### src/hw/rtl/dtq_pkg.sv
// Package for the deadline timer queue: payload structs, command and status codes.
// Used by every module of the block; no dependencies.
package dtq_pkg;

  localparam int NumTimers = 16;
  localparam int SlotW = 4;
  localparam logic [31:0] DefaultWindow = 32'd3600000;
  localparam logic [63:0] AllOnes = 64'hFFFF_FFFF_FFFF_FFFF;

  localparam logic [2:0] CmdAdd     = 3'd0;
  localparam logic [2:0] CmdRefresh = 3'd1;
  localparam logic [2:0] CmdReset   = 3'd2;
  localparam logic [2:0] CmdCancel  = 3'd3;
  localparam logic [2:0] CmdPoll    = 3'd4;
  localparam logic [2:0] CmdQuery   = 3'd5;

  localparam logic [1:0] StOk        = 2'd0;
  localparam logic [1:0] StActive    = 2'd1;
  localparam logic [1:0] StNotActive = 2'd2;

  typedef struct packed {
    logic [2:0]  cmd;
    logic [3:0]  timer_slot;
    logic [31:0] interval;
    logic        recurring;
    logic        count_now;
    logic [63:0] now;
  } in_item_t;

  typedef struct packed {
    logic [1:0]  status;
    logic [3:0]  timer_slot_res;
    logic        fired;
    logic        stepped_back;
    logic [63:0] delay;
    logic        last;
  } out_item_t;

  // Token circulated down the cell chain during a minimum search.
  typedef struct packed {
    logic             found;
    logic [SlotW-1:0] slot;
    logic [63:0]      deadline;
  } min_tok_t;

  // Commands broadcast from the controller to every cell.
  typedef struct packed {
    logic             wr;       // write cell addressed by slot
    logic [SlotW-1:0] slot;
    logic             set_act;
    logic             act;
    logic             set_rec;
    logic             rec;
    logic             set_int;
    logic [31:0]      interval;
    logic             set_dl;
    logic [63:0]      deadline;
    logic             clr_done;  // clear all done marks
    logic             fire;      // fire slot: mark done, re-arm or free
    logic [63:0]      now;
  } cell_ctl_t;

  function automatic logic [63:0] sat_add(input logic [63:0] a, input logic [63:0] b);
    logic [64:0] s;
    s = {1'b0, a} + {1'b0, b};
    return s[64] ? AllOnes : s[63:0];
  endfunction

endpackage

### src/hw/rtl/dtq_cell.sv
// One timer slot cell: holds slot state and passes a search token to its neighbor.
// Depends on dtq_pkg.
module dtq_cell (
  input  logic                        clk,
  input  logic                        rst,
  input  logic [dtq_pkg::SlotW-1:0]   idx,
  input  dtq_pkg::cell_ctl_t          ctl,
  input  logic                        sb,
  input  logic                        poll_mode,
  input  dtq_pkg::min_tok_t           tok_in,
  output dtq_pkg::min_tok_t           tok_out,
  output logic                        active,
  output logic [31:0]                 interval,
  output logic [63:0]                 deadline
);

  logic done;
  logic cand;
  logic recurring;

  // A cell competes when active and, for polls, not yet reported and either expired or stepped back.
  assign cand = active && !(poll_mode && done) &&
                (!poll_mode || sb || deadline <= ctl.now);

  always_ff @(posedge clk) begin
    if (rst) begin
      tok_out <= '0;
    end else if (cand && (!tok_in.found || deadline < tok_in.deadline)) begin
      tok_out <= '{found: 1'b1, slot: idx, deadline: deadline};
    end else begin
      tok_out <= tok_in;
    end
  end

  always_ff @(posedge clk) begin
    if (rst) begin
      active <= 1'b0;
      recurring <= 1'b0;
      done <= 1'b0;
    end else begin
      if (ctl.clr_done) begin
        done <= 1'b0;
      end
      if (ctl.wr && ctl.slot == idx) begin
        if (ctl.set_act) active <= ctl.act;
        if (ctl.set_rec) recurring <= ctl.rec;
        if (ctl.set_int) interval <= ctl.interval;
        if (ctl.set_dl) deadline <= ctl.deadline;
      end
      if (ctl.fire && ctl.slot == idx) begin
        done <= 1'b1;
        if (recurring) begin
          deadline <= dtq_pkg::sat_add(ctl.now, {32'd0, interval});
        end else begin
          active <= 1'b0;
        end
      end
    end
  end

endmodule

### config.mk
export PLATFORM = sky130hd
export DESIGN_NAME = dtq_cell
export DESIGN_NICKNAME = d
export VERILOG_FILES = /design/src/hw/rtl/dtq_pkg.sv /design/src/hw/rtl/dtq_cell.sv
export SDC_FILE = /design/constraint.sdc
export NUM_CORES = 1
export LEC_CHECK = 0
export BUFFER_PORTS_ARGS = -buffer_cell sky130_fd_sc_hd__buf_2
export CAP_MARGIN = 5
export CORE_MARGIN = 2
export CORE_UTILIZATION = 47
export CTS_BUF_LIST = sky130_fd_sc_hd__clkbuf_16
export DETAILED_ROUTE_END_ITERATION = 8
export PLACE_DENSITY_LB_ADDON = 0.05
export SETUP_SLACK_MARGIN = 0.02
export SLEW_MARGIN = 20
export SYNTH_ARGS = -nofsm -noshare
export SYNTH_HDL_FRONTEND = slang
export SYNTH_SLANG_ARGS = --single-unit
### constraint.sdc
create_clock -name clk -period 3.08 [get_ports clk]
set_input_delay 0.154 -clock clk [delete_from_list [all_inputs] [get_ports clk]]
set_output_delay 0.154 -clock clk [all_outputs]
set_load 0.1 [all_outputs]
==> flow_summary_export.csv <==
group,metric,value,unit
outcome,status,"complete, but fails checks",
outcome,failed_checks,"setup timing",
die,die_area,28200,um^2
setup_path,worst_setup_path_endpoint,"deadline[13]",
synthesis,syn_area,12600,um^2
global_route,gr-total-overflow,0,
sta,setup_viol,24,
synthesis,yosysUniqueCellTypes,56,
setup_path,reg2reg_depth,13,
die,ioPinCount,416,
sta,rsz0062_at_grt,"true",
placed_design,dpl.cell_count,2264,
clocking,cts_sinks,168,
power,vdd_ir_drop_max,0.256,mV
layout,post-route-util,67.3,%
synthesis,syn_area_per_cell,8.58,um^2
synthesis,yosysWarnings,0,
setup_path,start_kind,"register",
sta,worstMarginPinSlew,0.870,ns
sta,hold_slack,0.0310,ns
global_route,grt_pass1_vias,13000,
sta,fin_ws,-0.0527,ns
route,wl_per_cell,18.8,um
layout,fin_cells,2431,
layout,syn_to_final_growth,41.9,%
layout,fin_area,17900,um^2
clocking,cts.clk_slew.worst_paths,0.07,ns
sta,finalMaxSlewViolations,0,
sta,fin_skew,0.0160,ns
setup_path,ff2ff_setup_slack,-0.05,ns
global_route,grt_pass1_wl,67.4,mm
hold_path,hold_path_class,"input port to register",
clocking,cts_tree,"done",
route,drc,0,
setup_path,rr_endpoint,"deadline[13]",
synthesis,synth_fp_nets,1882,
global_route,grt.total_usage,30.3,%
clocking,cts_inserted_buffers,17,
sta,finalCritPeriodShare,102,%
sta,hold_viol,0,
route,postRouteWirelength,45.7,mm
setup_path,crit_type,"register to register",
global_route,antenna_found_initial,6,
setup_path,timing.critical_path.to_type,"register",
flow_run,maxCapViolCount,0,
die,core_region_area,26700,um^2
global_route,grt_max_degree,175,
die,fp-row-count,60,
synthesis,yosysSeqAreaShare,34.2,%
layout,fillers,2236,
synthesis,synthTopCellsByCount,"nand2_1 (329), ha_1 (159), inv_1 (147)",
placed_design,place_hpwl,33.5,mm
sta,setup-tns-final,-0.577,ns
setup_path,rr_startpoint,"interval[0]",
sta,relSlewSlack,42.0,%
synthesis,syn_inst,1472,
sta,period_needed,3.13,ns
hold_path,hold_depth,2,
synthesis,yosysTopAreaCellShare,22.8,%
synthesis,ys_ff_latch,168,
power,p_leak,8.48,nW
layout,seqCellArea,4320,um^2
route,vias_per_cell,5.52,
layout,fin_nets,2481,
setup_path,worstPathRequired,3.23,ns
die,die_w,168,um
clocking,clock_latency,0.44,ns
route,firstDrtPassIters,7,
route,ant_nets,0,
setup_path,cp-startpoint,"interval[0]",
setup_path,worstPathArrival,3.28,ns
die,die_y,168,um
sta,clock.fmax,319,MHz
placed_design,gp_congestion,0.966,
clocking,clk_path_buf_depth,2,
clocking,root_buffer,"clkbuf_16",
synthesis,synth_edf_count,96,
setup_path,worstPathMaxFanout,8,
clocking,htree_levels,4,
placed_design,port-buffer-count,415,
placed_design,placed_area,15800,um^2
die,start_util,47.4,%
layout,drive_gt1_share,28.9,%
route,dr.first_iter.drc_count,1052,
synthesis,yosys.area.top_type,"edfxtp_1",
power,p_per_area,394,nW/um^2
synthesis,synth.top_cells.by_area,"edfxtp_1 (23%), ha_1 (16%), dfxtp_1 (11%), nand2_1 (9.8%), mux2i_1 (6.0%)",
synthesis,yosysMostFrequentCell,"nand2_1",
synthesis,synthFlopType,"edfxtp_1",
layout,multi_input_comb_area,7750,um^2
route,via_count,13400,
synthesis,async_reset_ff_share,0,%
-- worst min-delay path by stage --
stage	endpoint	from	slack (ns)
after floorplan	done	rst	0.22
after global placement	interval[12]	ctl[143]	0.33
after detailed placement	interval[10]	ctl[141]	0.33
after CTS	active	ctl[166]	0.02
after global routing	recurring	rst	0.04
final	recurring	rst	0.03
-- per-layer routing --
metal  up-vias  GRT usage [%]  routed length, um
met2       539           53.4              22200
met3        82           4.00               3080
met1      6314           37.9              19100
li1       6486              -                  -
met5         -              0                 11
met4         2           11.3               1340
-- layout make-up --
class / count / share of cell area [%]
Antenna cell: 6 / 0.0838
Clock buffer: 19 / 2.65
Clock inverter: 13 / 0.496
Inverter: 147 / 3.11
Multi-Input combinational cell: 1099 / 43.3
Sequential cell: 168 / 24.1
Tap cell: 341 / 2.38
Timing Repair Buffer: 638 / 23.9
-- state kept, by name, summed over array words and instances, names as in the netlist --
name and cells:
active 1, deadline 64, done 1, interval 32
recurring 1, tok_out 69
-- report_power, final --
| part | total [W] | leakage [nW] | internal (W) | switching [W] |
|---|---|---|---|---|
| clock | 0.00214 | 0.291 | 0.00114 | 0.00100 |
| sequential | 0.00257 | 1.51 | 0.00250 | 0.0000746 |
| combinational | 0.00235 | 6.67 | 0.000753 | 0.00160 |
| total | 0.00707 | 8.48 | 0.00439 | 0.00268 |
-- critical path, cell delays in order, from the launching register on --
cell,delay (ns)
edfxtp_1,0.43
ha_4,0.20
fa_2,0.42
a211oi_2,0.28
o211ai_1,0.21
nand4_1,0.22
nor2_1,0.07
a211oi_2,0.19
buf_4,0.16
nor4_2,0.05
nor2_4,0.19
buf_6,0.17
clkbuf_16,0.17
a32oi_1,0.06
-- logic make-up (layout without fill, tap and decap cells) --
kind of cell               count (synthesis)  in the layout  synth area share (%)
AOI/OAI and AO/OA                        287            287                  15.4
xor gates and xnor gates                  57             57                  3.95
adders and majority gates                160            160                  15.9
buffers and inverters                    205            817                  6.32
DFF                                      168            168                  34.2
muxes                                     77             77                  6.11
other                                      0              6                     0
and+or+nand+nor                          518            518                  18.1
-- placed cells by master (no fill, tap or decap), types with 4 or more instances in the layout --
| master | count |
|---|---|
| a211o_1 | 4 |
| a211oi_1 | 10 |
| a211oi_2 | 4 |
| a21o_1 | 21 |
| a21oi_1 | 80 |
| a221o_1 | 4 |
| a31oi_1 | 9 |
| a32oi_1 | 63 |
| and2_1 | 5 |
| and3_1 | 8 |
| buf_12 | 9 |
| buf_2 | 415 |
| buf_4 | 97 |
| clkbuf_16 | 26 |
| dfxtp_1 | 72 |
| diode_2 | 6 |
| dlygate4sd3_1 | 107 |
| edfxtp_1 | 96 |
| ha_1 | 147 |
| ha_4 | 9 |
| inv_1 | 148 |
| inv_4 | 4 |
| inv_6 | 5 |
| mux2i_1 | 75 |
| nand2_1 | 327 |
| nand2b_1 | 6 |
| nand3_1 | 37 |
| nand4_1 | 28 |
| nor2_1 | 39 |
| nor3_1 | 20 |
| nor4_1 | 14 |
| o211ai_1 | 8 |
| o21ai_0 | 40 |
| o21ai_1 | 6 |
| o21bai_1 | 9 |
| o22ai_1 | 4 |
| o31ai_1 | 6 |
| or3_1 | 8 |
| xnor2_1 | 39 |
| xor2_1 | 18 |
-- through the flow --
| step | setup WS [ns] | power (W) |
|---|---|---|
| global route | -0.124 | 0.00733 |
| floorplan | -0.374 | 0.00418 |
| finish | -0.0527 | 0.00707 |
| detailed placement | -0.108 | 0.00481 |
| global placement | -0.0391 | 0.00478 |
| CTS | 0.0245 | 0.00704 |
-- repair_timing --
| action | 4_1_cts | 5_1_grt |
|---|---|---|
| gates cloned | 1 | 7 |
| resized for setup | 12 | 24 |
| hold endpoints to repair | 101 | 0 |
| pin swaps | 4 | 14 |
| hold buffers | 107 | 0 |
| buffers inserted | 5 | 10 |
| endpoints found under the setup margin | 63 | 132 |
(Power assumes the default switching activity.)
